==> src/sv/dccd_pkg.sv <==
// Shared constants, register indexes, framer phase codes and types for the
// packet deframer. No dependencies.
package dccd_pkg;

    // Field widths
    localparam int WIDTH_W   = 16;
    localparam int PRE_W     = 8;
    localparam int LEN_W     = 3;
    localparam int BYTE_W    = 8;
    localparam int BIDX_W    = 3;
    localparam int CFG_IDX_W = 3;
    localparam int CFG_DAT_W = 16;

    // Packet storage depth and number of byte outputs
    localparam int MAX_BYTES = 6;
    localparam int OUT_BYTES = 6;

    // Queue between classifier and framer
    localparam int Q_DEPTH = 2;
    localparam int Q_PTR_W = (Q_DEPTH > 1) ? $clog2(Q_DEPTH) : 1;
    localparam int Q_CNT_W = $clog2(Q_DEPTH + 1);

    // Register indexes
    localparam logic [CFG_IDX_W-1:0] REG_ONE_MIN    = 3'd0;
    localparam logic [CFG_IDX_W-1:0] REG_ONE_LIMIT  = 3'd1;
    localparam logic [CFG_IDX_W-1:0] REG_ZERO_MIN   = 3'd2;
    localparam logic [CFG_IDX_W-1:0] REG_ZERO_LIMIT = 3'd3;
    localparam logic [CFG_IDX_W-1:0] REG_PRE_MIN    = 3'd4;

    // Register reset values
    localparam logic [WIDTH_W-1:0] RST_ONE_MIN    = 16'd460;
    localparam logic [WIDTH_W-1:0] RST_ONE_LIMIT  = 16'd700;
    localparam logic [WIDTH_W-1:0] RST_ZERO_MIN   = 16'd900;
    localparam logic [WIDTH_W-1:0] RST_ZERO_LIMIT = 16'd10000;
    localparam logic [PRE_W-1:0]   RST_PRE_MIN    = 8'd12;

    // Framer phases
    localparam logic [1:0] PH_PREAMBLE = 2'd0;
    localparam logic [1:0] PH_START    = 2'd1;
    localparam logic [1:0] PH_DATA     = 2'd2;
    localparam logic [1:0] PH_END      = 2'd3;

    // Saturation limits and packet checks
    localparam logic [PRE_W-1:0]  PRE_SAT   = 8'hFF;
    localparam logic [LEN_W-1:0]  LEN_SAT   = 3'd7;
    localparam logic [LEN_W-1:0]  LEN_MIN   = 3'd3;
    localparam logic [LEN_W-1:0]  LEN_MAX   = 3'd6;
    localparam logic [BIDX_W-1:0] BIT_LAST  = 3'd7;
    localparam logic [BYTE_W-1:0] IDLE_ADDR = 8'hFF;
    localparam logic [BYTE_W-1:0] IDLE_DATA = 8'h00;

    // One classified pulse
    typedef struct packed {
        logic bad;   // pulse outside both windows
        logic bit_v; // decoded bit value when not bad
    } t_code;

    // Push side of the queue
    typedef struct packed {
        logic  valid;
        t_code code;
    } t_push;

    // Head of the queue as seen by the framer
    typedef struct packed {
        logic  valid;
        t_code code;
    } t_head;

endpackage

==> src/sv/dcc_packet_deframer_core.sv <==
// A pulse accepted at the input is written to the queue and framed from its head;
// a packet closed by that pulse is on the output from the edge that frames it.
// Throughput: one pulse per cycle; the framer stalls only while a result waits
// in the output register, and the two-entry queue absorbs that on the input side.
// Reset (synchronous, active low): registers to defaults, framer to preamble,
// queue and output register empty. Packet byte store is not cleared.
module dcc_packet_deframer_core import dccd_pkg::*; (
    input  logic                 i_clk,
    input  logic                 i_rst_n,
    input  logic                 i_in_valid,
    output logic                 o_in_ready,
    input  logic [WIDTH_W-1:0]   i_pulse_width,
    output logic                 o_out_valid,
    input  logic                 i_out_ready,
    output logic [BYTE_W-1:0]    o_byte_0,
    output logic [BYTE_W-1:0]    o_byte_1,
    output logic [BYTE_W-1:0]    o_byte_2,
    output logic [BYTE_W-1:0]    o_byte_3,
    output logic [BYTE_W-1:0]    o_byte_4,
    output logic [BYTE_W-1:0]    o_byte_5,
    output logic [LEN_W-1:0]     o_byte_count,
    output logic [PRE_W-1:0]     o_preamble_length,
    input  logic                 i_cfg_valid,
    output logic                 o_cfg_ready,
    input  logic [CFG_IDX_W-1:0] i_cfg_index,
    input  logic [CFG_DAT_W-1:0] i_cfg_data
);

    t_push            push;
    t_head            head;
    logic             q_full;
    logic             pop;
    logic [PRE_W-1:0] pre_min;

    // Classifier and configuration
    dccd_front u_front (
        .i_clk          (i_clk),
        .i_rst_n        (i_rst_n),
        .i_in_valid     (i_in_valid),
        .o_in_ready     (o_in_ready),
        .i_pulse_width  (i_pulse_width),
        .i_cfg_valid    (i_cfg_valid),
        .o_cfg_ready    (o_cfg_ready),
        .i_cfg_index    (i_cfg_index),
        .i_cfg_data     (i_cfg_data),
        .i_q_full       (q_full),
        .o_push         (push),
        .o_preamble_min (pre_min)
    );

    // Decoupling queue
    dccd_queue u_queue (
        .i_clk   (i_clk),
        .i_rst_n (i_rst_n),
        .i_push  (push),
        .o_full  (q_full),
        .o_head  (head),
        .i_pop   (pop)
    );

    // Framer and output register
    dccd_framer u_framer (
        .i_clk             (i_clk),
        .i_rst_n           (i_rst_n),
        .i_head            (head),
        .o_pop             (pop),
        .i_preamble_min    (pre_min),
        .o_out_valid       (o_out_valid),
        .i_out_ready       (i_out_ready),
        .o_byte_0          (o_byte_0),
        .o_byte_1          (o_byte_1),
        .o_byte_2          (o_byte_2),
        .o_byte_3          (o_byte_3),
        .o_byte_4          (o_byte_4),
        .o_byte_5          (o_byte_5),
        .o_byte_count      (o_byte_count),
        .o_preamble_length (o_preamble_length)
    );

endmodule

==> src/sv/dccd_front.sv <==
// Front end: configuration registers and pulse-width classifier.
// Depends on dccd_pkg.
module dccd_front import dccd_pkg::*; (
    input  logic                 i_clk,
    input  logic                 i_rst_n,
    input  logic                 i_in_valid,
    output logic                 o_in_ready,
    input  logic [WIDTH_W-1:0]   i_pulse_width,
    input  logic                 i_cfg_valid,
    output logic                 o_cfg_ready,
    input  logic [CFG_IDX_W-1:0] i_cfg_index,
    input  logic [CFG_DAT_W-1:0] i_cfg_data,
    input  logic                 i_q_full,
    output t_push                o_push,
    output logic [PRE_W-1:0]     o_preamble_min
);

    logic [WIDTH_W-1:0] r_one_min;
    logic [WIDTH_W-1:0] r_one_limit;
    logic [WIDTH_W-1:0] r_zero_min;
    logic [WIDTH_W-1:0] r_zero_limit;
    logic [PRE_W-1:0]   r_pre_min;
    logic               is_one;
    logic               is_zero;

    assign o_cfg_ready = 1'b1;

    // Configuration registers; unknown indexes are dropped
    always_ff @(posedge i_clk) begin
        if (!i_rst_n) begin
            r_one_min    <= RST_ONE_MIN;
            r_one_limit  <= RST_ONE_LIMIT;
            r_zero_min   <= RST_ZERO_MIN;
            r_zero_limit <= RST_ZERO_LIMIT;
            r_pre_min    <= RST_PRE_MIN;
        end else if (i_cfg_valid) begin
            case (i_cfg_index)
                REG_ONE_MIN:    r_one_min    <= i_cfg_data;
                REG_ONE_LIMIT:  r_one_limit  <= i_cfg_data;
                REG_ZERO_MIN:   r_zero_min   <= i_cfg_data;
                REG_ZERO_LIMIT: r_zero_limit <= i_cfg_data;
                REG_PRE_MIN:    r_pre_min    <= i_cfg_data[PRE_W-1:0];
                default: ;
            endcase
        end
    end

    // Window compare; a one wins where windows overlap
    assign is_one  = (i_pulse_width >= r_one_min) && (i_pulse_width < r_one_limit);
    assign is_zero = (i_pulse_width >= r_zero_min) && (i_pulse_width < r_zero_limit);

    assign o_in_ready      = !i_q_full;
    assign o_push.valid    = i_in_valid && !i_q_full;
    assign o_push.code.bad   = !is_one && !is_zero;
    assign o_push.code.bit_v = is_one;
    assign o_preamble_min  = r_pre_min;

endmodule

==> src/sv/dccd_queue.sv <==
// Short queue of classified pulses between front end and framer.
// Depends on dccd_pkg.
module dccd_queue import dccd_pkg::*; (
    input  logic  i_clk,
    input  logic  i_rst_n,
    input  t_push i_push,
    output logic  o_full,
    output t_head o_head,
    input  logic  i_pop
);

    t_code              r_mem [Q_DEPTH];
    logic [Q_PTR_W-1:0] r_wr_ptr;
    logic [Q_PTR_W-1:0] r_rd_ptr;
    logic [Q_CNT_W-1:0] r_count;
    logic               do_pop;

    localparam logic [Q_PTR_W-1:0] PTR_LAST = Q_PTR_W'(Q_DEPTH - 1);
    localparam logic [Q_CNT_W-1:0] CNT_FULL = Q_CNT_W'(Q_DEPTH);

    assign o_full       = (r_count == CNT_FULL);
    assign o_head.valid = (r_count != '0);
    assign o_head.code  = r_mem[r_rd_ptr];
    assign do_pop       = i_pop && o_head.valid;

    // Storage write
    always_ff @(posedge i_clk) begin
        if (i_push.valid) begin
            r_mem[r_wr_ptr] <= i_push.code;
        end
    end

    // Pointers and fill count
    always_ff @(posedge i_clk) begin
        if (!i_rst_n) begin
            r_wr_ptr <= '0;
            r_rd_ptr <= '0;
            r_count  <= '0;
        end else begin
            if (i_push.valid) begin
                r_wr_ptr <= (r_wr_ptr == PTR_LAST) ? '0 : r_wr_ptr + 1'b1;
            end
            if (do_pop) begin
                r_rd_ptr <= (r_rd_ptr == PTR_LAST) ? '0 : r_rd_ptr + 1'b1;
            end
            case ({i_push.valid, do_pop})
                2'b10:   r_count <= r_count + 1'b1;
                2'b01:   r_count <= r_count - 1'b1;
                default: r_count <= r_count;
            endcase
        end
    end

endmodule

==> src/sv/dccd_framer.sv <==
// Back end: preamble/start/data/end framer, packet byte store, checks and
// the output register. Depends on dccd_pkg.
module dccd_framer import dccd_pkg::*; (
    input  logic              i_clk,
    input  logic              i_rst_n,
    input  t_head             i_head,
    output logic              o_pop,
    input  logic [PRE_W-1:0]  i_preamble_min,
    output logic              o_out_valid,
    input  logic              i_out_ready,
    output logic [BYTE_W-1:0] o_byte_0,
    output logic [BYTE_W-1:0] o_byte_1,
    output logic [BYTE_W-1:0] o_byte_2,
    output logic [BYTE_W-1:0] o_byte_3,
    output logic [BYTE_W-1:0] o_byte_4,
    output logic [BYTE_W-1:0] o_byte_5,
    output logic [LEN_W-1:0]  o_byte_count,
    output logic [PRE_W-1:0]  o_preamble_length
);

    logic [1:0]        r_phase,  n_phase;
    logic [PRE_W-1:0]  r_pre,    n_pre;
    logic [BIDX_W-1:0] r_bidx,   n_bidx;
    logic [BYTE_W-1:0] r_shift,  n_shift;
    logic [BYTE_W-1:0] r_xor,    n_xor;
    logic [LEN_W-1:0]  r_len,    n_len;
    logic [BYTE_W-1:0] r_bytes [MAX_BYTES];
    logic              store;
    logic              emit;
    logic              take;
    logic              out_free;
    logic [PRE_W-1:0]  pre_inc;
    logic [BYTE_W-1:0] shift_in;

    logic              r_out_valid;
    logic [BYTE_W-1:0] r_ob [OUT_BYTES];
    logic [BYTE_W-1:0] n_ob [OUT_BYTES];
    logic [LEN_W-1:0]  r_out_len;
    logic [PRE_W-1:0]  r_out_pre;

    // Framer advances only when a result could be parked
    assign out_free = !r_out_valid || i_out_ready;
    assign o_pop    = i_head.valid && out_free;
    assign take     = o_pop;

    assign pre_inc  = (r_pre == PRE_SAT) ? r_pre : r_pre + 1'b1;
    assign shift_in = {r_shift[BYTE_W-2:0], i_head.code.bit_v};

    // Next-state logic for one pulse
    always_comb begin
        n_phase = r_phase;
        n_pre   = r_pre;
        n_bidx  = r_bidx;
        n_shift = r_shift;
        n_xor   = r_xor;
        n_len   = r_len;
        store   = 1'b0;
        emit    = 1'b0;
        if (i_head.code.bad) begin
            n_phase = PH_PREAMBLE;
            n_pre   = '0;
            n_bidx  = '0;
            n_shift = '0;
            n_xor   = '0;
            n_len   = '0;
        end else begin
            case (r_phase)
                PH_START: begin
                    if (i_head.code.bit_v) begin
                        n_pre = pre_inc;
                    end else begin
                        n_len   = '0;
                        n_xor   = '0;
                        n_phase = PH_DATA;
                    end
                end
                PH_DATA: begin
                    n_shift = shift_in;
                    if (r_bidx == BIT_LAST) begin
                        n_bidx  = '0;
                        store   = (int'(r_len) < MAX_BYTES);
                        n_len   = (r_len == LEN_SAT) ? r_len : r_len + 1'b1;
                        n_xor   = r_xor ^ shift_in;
                        n_phase = PH_END;
                    end else begin
                        n_bidx = r_bidx + 1'b1;
                    end
                end
                PH_END: begin
                    if (!i_head.code.bit_v) begin
                        n_phase = PH_DATA;
                    end else begin
                        // good check, legal length, and not the idle packet
                        emit = (r_xor == '0) && (r_len >= LEN_MIN) && (r_len <= LEN_MAX)
                            && (int'(r_len) <= MAX_BYTES)
                            && !((r_len == LEN_MIN) && (r_bytes[0] == IDLE_ADDR)
                                 && (r_bytes[1] == IDLE_DATA));
                        n_phase = PH_PREAMBLE;
                        n_pre   = '0;
                    end
                end
                default: begin
                    if (i_head.code.bit_v) begin
                        n_pre = pre_inc;
                        if (pre_inc >= i_preamble_min) begin
                            n_phase = PH_START;
                        end
                    end else begin
                        n_pre = '0;
                    end
                end
            endcase
        end
    end

    // Framer state
    always_ff @(posedge i_clk) begin
        if (!i_rst_n) begin
            r_phase <= PH_PREAMBLE;
            r_pre   <= '0;
            r_bidx  <= '0;
            r_shift <= '0;
            r_xor   <= '0;
            r_len   <= '0;
        end else if (take) begin
            r_phase <= n_phase;
            r_pre   <= n_pre;
            r_bidx  <= n_bidx;
            r_shift <= n_shift;
            r_xor   <= n_xor;
            r_len   <= n_len;
        end
    end

    // Packet byte store, written at the current byte count
    always_ff @(posedge i_clk) begin
        for (int e = 0; e < MAX_BYTES; e++) begin
            if (take && store && (int'(r_len) == e)) begin
                r_bytes[e] <= shift_in;
            end
        end
    end

    // Result bytes; unused positions read as zero
    always_comb begin
        for (int k = 0; k < OUT_BYTES; k++) begin
            n_ob[k] = '0;
            if ((k < MAX_BYTES) && (k < int'(r_len))) begin
                n_ob[k] = r_bytes[k % MAX_BYTES];
            end
        end
    end

    // Output register
    always_ff @(posedge i_clk) begin
        if (!i_rst_n) begin
            r_out_valid <= 1'b0;
        end else if (take && emit) begin
            r_out_valid <= 1'b1;
        end else if (i_out_ready) begin
            r_out_valid <= 1'b0;
        end
    end

    always_ff @(posedge i_clk) begin
        if (take && emit) begin
            for (int k = 0; k < OUT_BYTES; k++) begin
                r_ob[k] <= n_ob[k];
            end
            r_out_len <= r_len;
            r_out_pre <= r_pre;
        end
    end

    assign o_out_valid       = r_out_valid;
    assign o_byte_0          = r_ob[0];
    assign o_byte_1          = r_ob[1];
    assign o_byte_2          = r_ob[2];
    assign o_byte_3          = r_ob[3];
    assign o_byte_4          = r_ob[4];
    assign o_byte_5          = r_ob[5];
    assign o_byte_count      = r_out_len;
    assign o_preamble_length = r_out_pre;

endmodule
==> config.mk <==
export PLATFORM = sky130hd
export DESIGN_NAME = dcc_packet_deframer_core
export DESIGN_NICKNAME = d
export VERILOG_FILES = /design/src/sv/dccd_pkg.sv /design/src/sv/dcc_packet_deframer_core.sv /design/src/sv/dccd_front.sv /design/src/sv/dccd_queue.sv /design/src/sv/dccd_framer.sv
export SDC_FILE = /design/constraint.sdc
export NUM_CORES = 1
export LEC_CHECK = 0
export BUFFER_PORTS_ARGS = -buffer_cell sky130_fd_sc_hd__buf_4
export CAP_MARGIN = 20
export CORE_AREA = 3 3 186 188
export CTS_BUF_LIST = sky130_fd_sc_hd__clkbuf_4
export CTS_CLUSTER_DIAMETER = 40
export DETAILED_ROUTE_END_ITERATION = 10
export DIE_AREA = 0 0 189 191
export PLACE_DENSITY = 0.52
export SYNTH_ARGS = -nofsm -noshare
export SYNTH_HDL_FRONTEND = slang
export SYNTH_SLANG_ARGS = --single-unit
==> constraint.sdc <==
create_clock -name i_clk -period 7.2 [get_ports i_clk]
set_input_delay 1.44 -clock i_clk [delete_from_list [all_inputs] [get_ports i_clk]]
set_output_delay 1.44 -clock i_clk [all_outputs]
set_load 0.02 [all_outputs]
==> flow_metrics.py <==
metrics = {
    "floorplan": {
        "die_area_sq_um": 36100,
        "core_sq_um": 33300,
        "start_util": 0.296,
        "die_x_microns": 189,
        "die_h_microns": 191,
        "fp-row-count": 67,
        "io_pins": 102,
    },
    "synth": {
        "avgSynthCellArea_sq_um": 10.4,
        "yosysSeqAreaShare": 0.561,
        "netlist_area_sq_um": 9840,
        "synth_top_area_frac": 0.339,
        "syn-instance-count": 945,
        "synth-async-reset-ratio": 0,
        "synth_top_area_cell": "edfxtp_1",
        "ys_types": 62,
        "synthTopCellsByArea": "edfxtp_1, dfxtp_1, ha_1",
        "synth_nets": 1069,
        "synth_warnings": 0,
        "ys_ff_latch": 220,
        "ys.flop_type": "edfxtp_1",
        "synth_edf_count": 111,
    },
    "routing": {
        "avgViaCountPerCell": 4.52,
        "drc": 0,
        "wl_per_cell_microns": 14.6,
        "drt-initial-drc-count": 248,
        "vias": 7123,
        "routed_wl_microns": 23100,
        "firstDrtPassIters": 4,
        "drtAntennaViolNets": 0,
    },
    "clock_tree": {
        "cts_tree": "done",
        "postCtsSetupRepairBufs": 0,
        "cts_buffer_depth": 3,
        "holdBufCountCts": 0,
        "cts_sinks": 220,
        "clkLatencyLatePin_ns": 0.72,
        "clkTransAtPathRegs_ns": 0.07,
        "clock-root-buffer": "clkbuf_4",
        "ctsHtreeMaxLevel": 2,
        "numCtsBuffers": 61,
        "cts_resized": 0,
    },
    "timing": {
        "slew_viol_final": 0,
        "fin_crit_sh": 0.467,
        "setup_viol": 0,
        "worst_slew_pin_slew_ns": 0.939,
        "rsz0062_at_grt": "no",
        "hold_slack_ns": 0.441,
        "setup_tns_ns": 0,
        "finClkSkew_ns": 0.0798,
        "hold_viol": 0,
        "clock.fmax_mhz": 297,
        "period_needed_ns": 3.36,
        "slew_headroom": 0.374,
    },
    "place": {
        "finalWeightedCongestion": 0.802,
        "io_buffers": 100,
        "hpwl_microns": 16000,
    },
    "setup_path": {
        "cp_common_cell": "ha_1",
        "cp-end-kind": "flop",
        "crit_chain": "ha_1 -> ha_1 -> nand4_1 -> or4_1 -> nor4_1 -> nor3_2 -> buf_4",
        "timing.rr.start": "u_framer.r_len[1]",
        "cp_num_buf_inv": 1,
        "crit_start": "u_framer.r_len[1]",
        "start_kind": "flop",
        "critPathKind": "reg -> reg",
        "crit_arrival_ns": 3.68,
        "cpLargestDelayFamily": "simple AND/OR/NAND/NOR gates",
        "path_max_fanout": 57,
        "cp_data_required_time_ns": 7.51,
        "cpMaxStageDelayCell": "dfxtp_1",
        "critPathMaxStageDelay_ns": 0.64,
    },
    "finish": {
        "n_fill_cell": 3393,
        "areaGrowthSynthToFinish_pct": 20.4,
        "drive_gt1_frac": 0.186,
        "regArea_sq_um": 5520,
        "multiInputGateArea_sq_um": 3910,
        "nets": 1204,
    },
    "power_and_ir_drop": {
        "ir_drop_mv": 0.111,
        "leakagePower_nw": 4.78,
        "power_density_nw_per_um2": 232,
    },
    "grt": {
        "grt.overflow.total": 0,
        "grt_pass1_vias": 7026,
        "grt_pass1_wl_microns": 36700,
        "grt_start_max_net_pins": 76,
        "grtUsageTotal": 0.128,
        "grt_antenna_before_repair": 1,
    },
    "worst_hold_path": {
        "hold_path.class": "reg -> reg",
        "holdCritStartpoint": "u_queue.r_rd_ptr",
    },
    "run": {
        "maxCapViolCount": 0,
    },
    "run_status": {
        "status": "completed",
    },
}
## worst paths after layout
path	cells past startpoint	to	slack, ns
hold reg to reg	2	flop	0.44
setup reg to reg	7	u_framer.o_preamble_length[5]	3.84
hold / removal	2	flop	0.44
setup / recovery	7	u_framer.o_preamble_length[5]	3.84
## layer usage
metal / track usage / wire, microns / vias up
met1: 0.164 / 10700 / 3271
met4: 0.0473 / 454 / 0
li1: - / - / 3631
met2: 0.211 / 10600 / 183
met3: 0.0295 / 1300 / 38
met5: 0 / 0 / -
## worst register-to-register path, stage by stage, from the launching register on
cell and delay [ns]:
dfxtp_1 0.64, ha_1 0.28, ha_1 0.30, nand4_1 0.12, or4_1 0.53, nor4_1 0.50, nor3_2 0.18, buf_4 0.37
## cell families after synthesis
group,Yosys count,share of synthesized area
AND/OR/NAND/NOR,330,0.155
flip-flops,220,0.561
AO/OA/AOI/OAI,189,0.122
buffers and inverters,110,0.0425
adder cells (fa/ha/maj),84,0.107
XOR/XNOR,7,0.00623
multiplexers,4,0.00560
other,1,0.000381
## stage by stage
stage                     total power [W]  setup WS, ns  cell area [sq um]  std cells  utilization
after floorplan                   0.00156         0.367               9840        945            -
after global placement            0.00166          3.56              11100       1465        0.332
after detailed placement          0.00166          3.44              11100       1465        0.332
after CTS                         0.00280          3.89              11800       1576        0.356
after global routing              0.00290          3.75              11800       1577        0.356
final                             0.00275          3.84              11800       1577        0.356
## synth_stat cells (4+ instances only)
library cell  count
a22oi_1          17
a21o_1            7
or3_1             4
and4_1            5
a21oi_1          76
o211ai_1         30
ha_1             84
nand2b_1          4
o21ai_0           8
xnor2_1           4
and2_1           19
dfxtp_1         109
nor4_1            4
edfxtp_1        111
clkbuf_1         27
nand4_1           7
nor2b_1          28
nor3_1            6
nand3_1           9
nor2_1           59
inv_1            77
a211oi_1          4
o21ai_1          17
and3_1           15
nand2_1         159
## sequential cells by signal (all words and copies together) (netlist names), 3 cells and up, named ones only
signal	count
u_framer.o_byte_count	3
u_framer.o_preamble_length	8
u_framer.r_bidx	3
u_framer.r_bytes	48
u_framer.r_len	3
u_framer.r_ob	48
u_framer.r_pre	8
u_framer.r_shift	7
u_framer.r_xor	8
u_front.o_preamble_min	8
u_front.r_one_limit	16
u_front.r_one_min	16
u_front.r_zero_limit	16
u_front.r_zero_min	16
u_queue.r_mem	4
## area by class of cell
type / instances / area share
Inverter: 79 / 0.0250
Clock buffer: 86 / 0.0545
Timing Repair Buffer: 103 / 0.0653
Antenna cell: 1 / 0.000211
Clock inverter: 25 / 0.0116
Multi-Input combinational cell: 615 / 0.330
Sequential cell: 220 / 0.466
Tap cell: 448 / 0.0473
## power by group
part / total [W] / leakage, nW / internal, W / switching [W]
clock network: 0.00112 / 0.464 / 0.000590 / 0.000529
registers: 0.00135 / 2.06 / 0.00133 / 0.0000180
logic: 0.000276 / 2.26 / 0.0000997 / 0.000176
total: 0.00275 / 4.78 / 0.00202 / 0.000723
## placed cells by master (no fill, tap or decap), types with 8 or more instances in the layout
| cell type | count |
|---|---|
| nand3_1 | 9 |
| a22oi_1 | 17 |
| and3_1 | 15 |
| and2_1 | 19 |
| edfxtp_1 | 111 |
| nand2_1 | 159 |
| inv_1 | 76 |
| nor2b_1 | 28 |
| o21ai_0 | 8 |
| o211ai_1 | 30 |
| clkbuf_4 | 86 |
| a21oi_1 | 76 |
| clkinv_1 | 18 |
| o21ai_1 | 17 |
| ha_1 | 84 |
| nor2_1 | 59 |
| dfxtp_1 | 109 |
| buf_4 | 103 |
(Power assumes the default switching activity.)
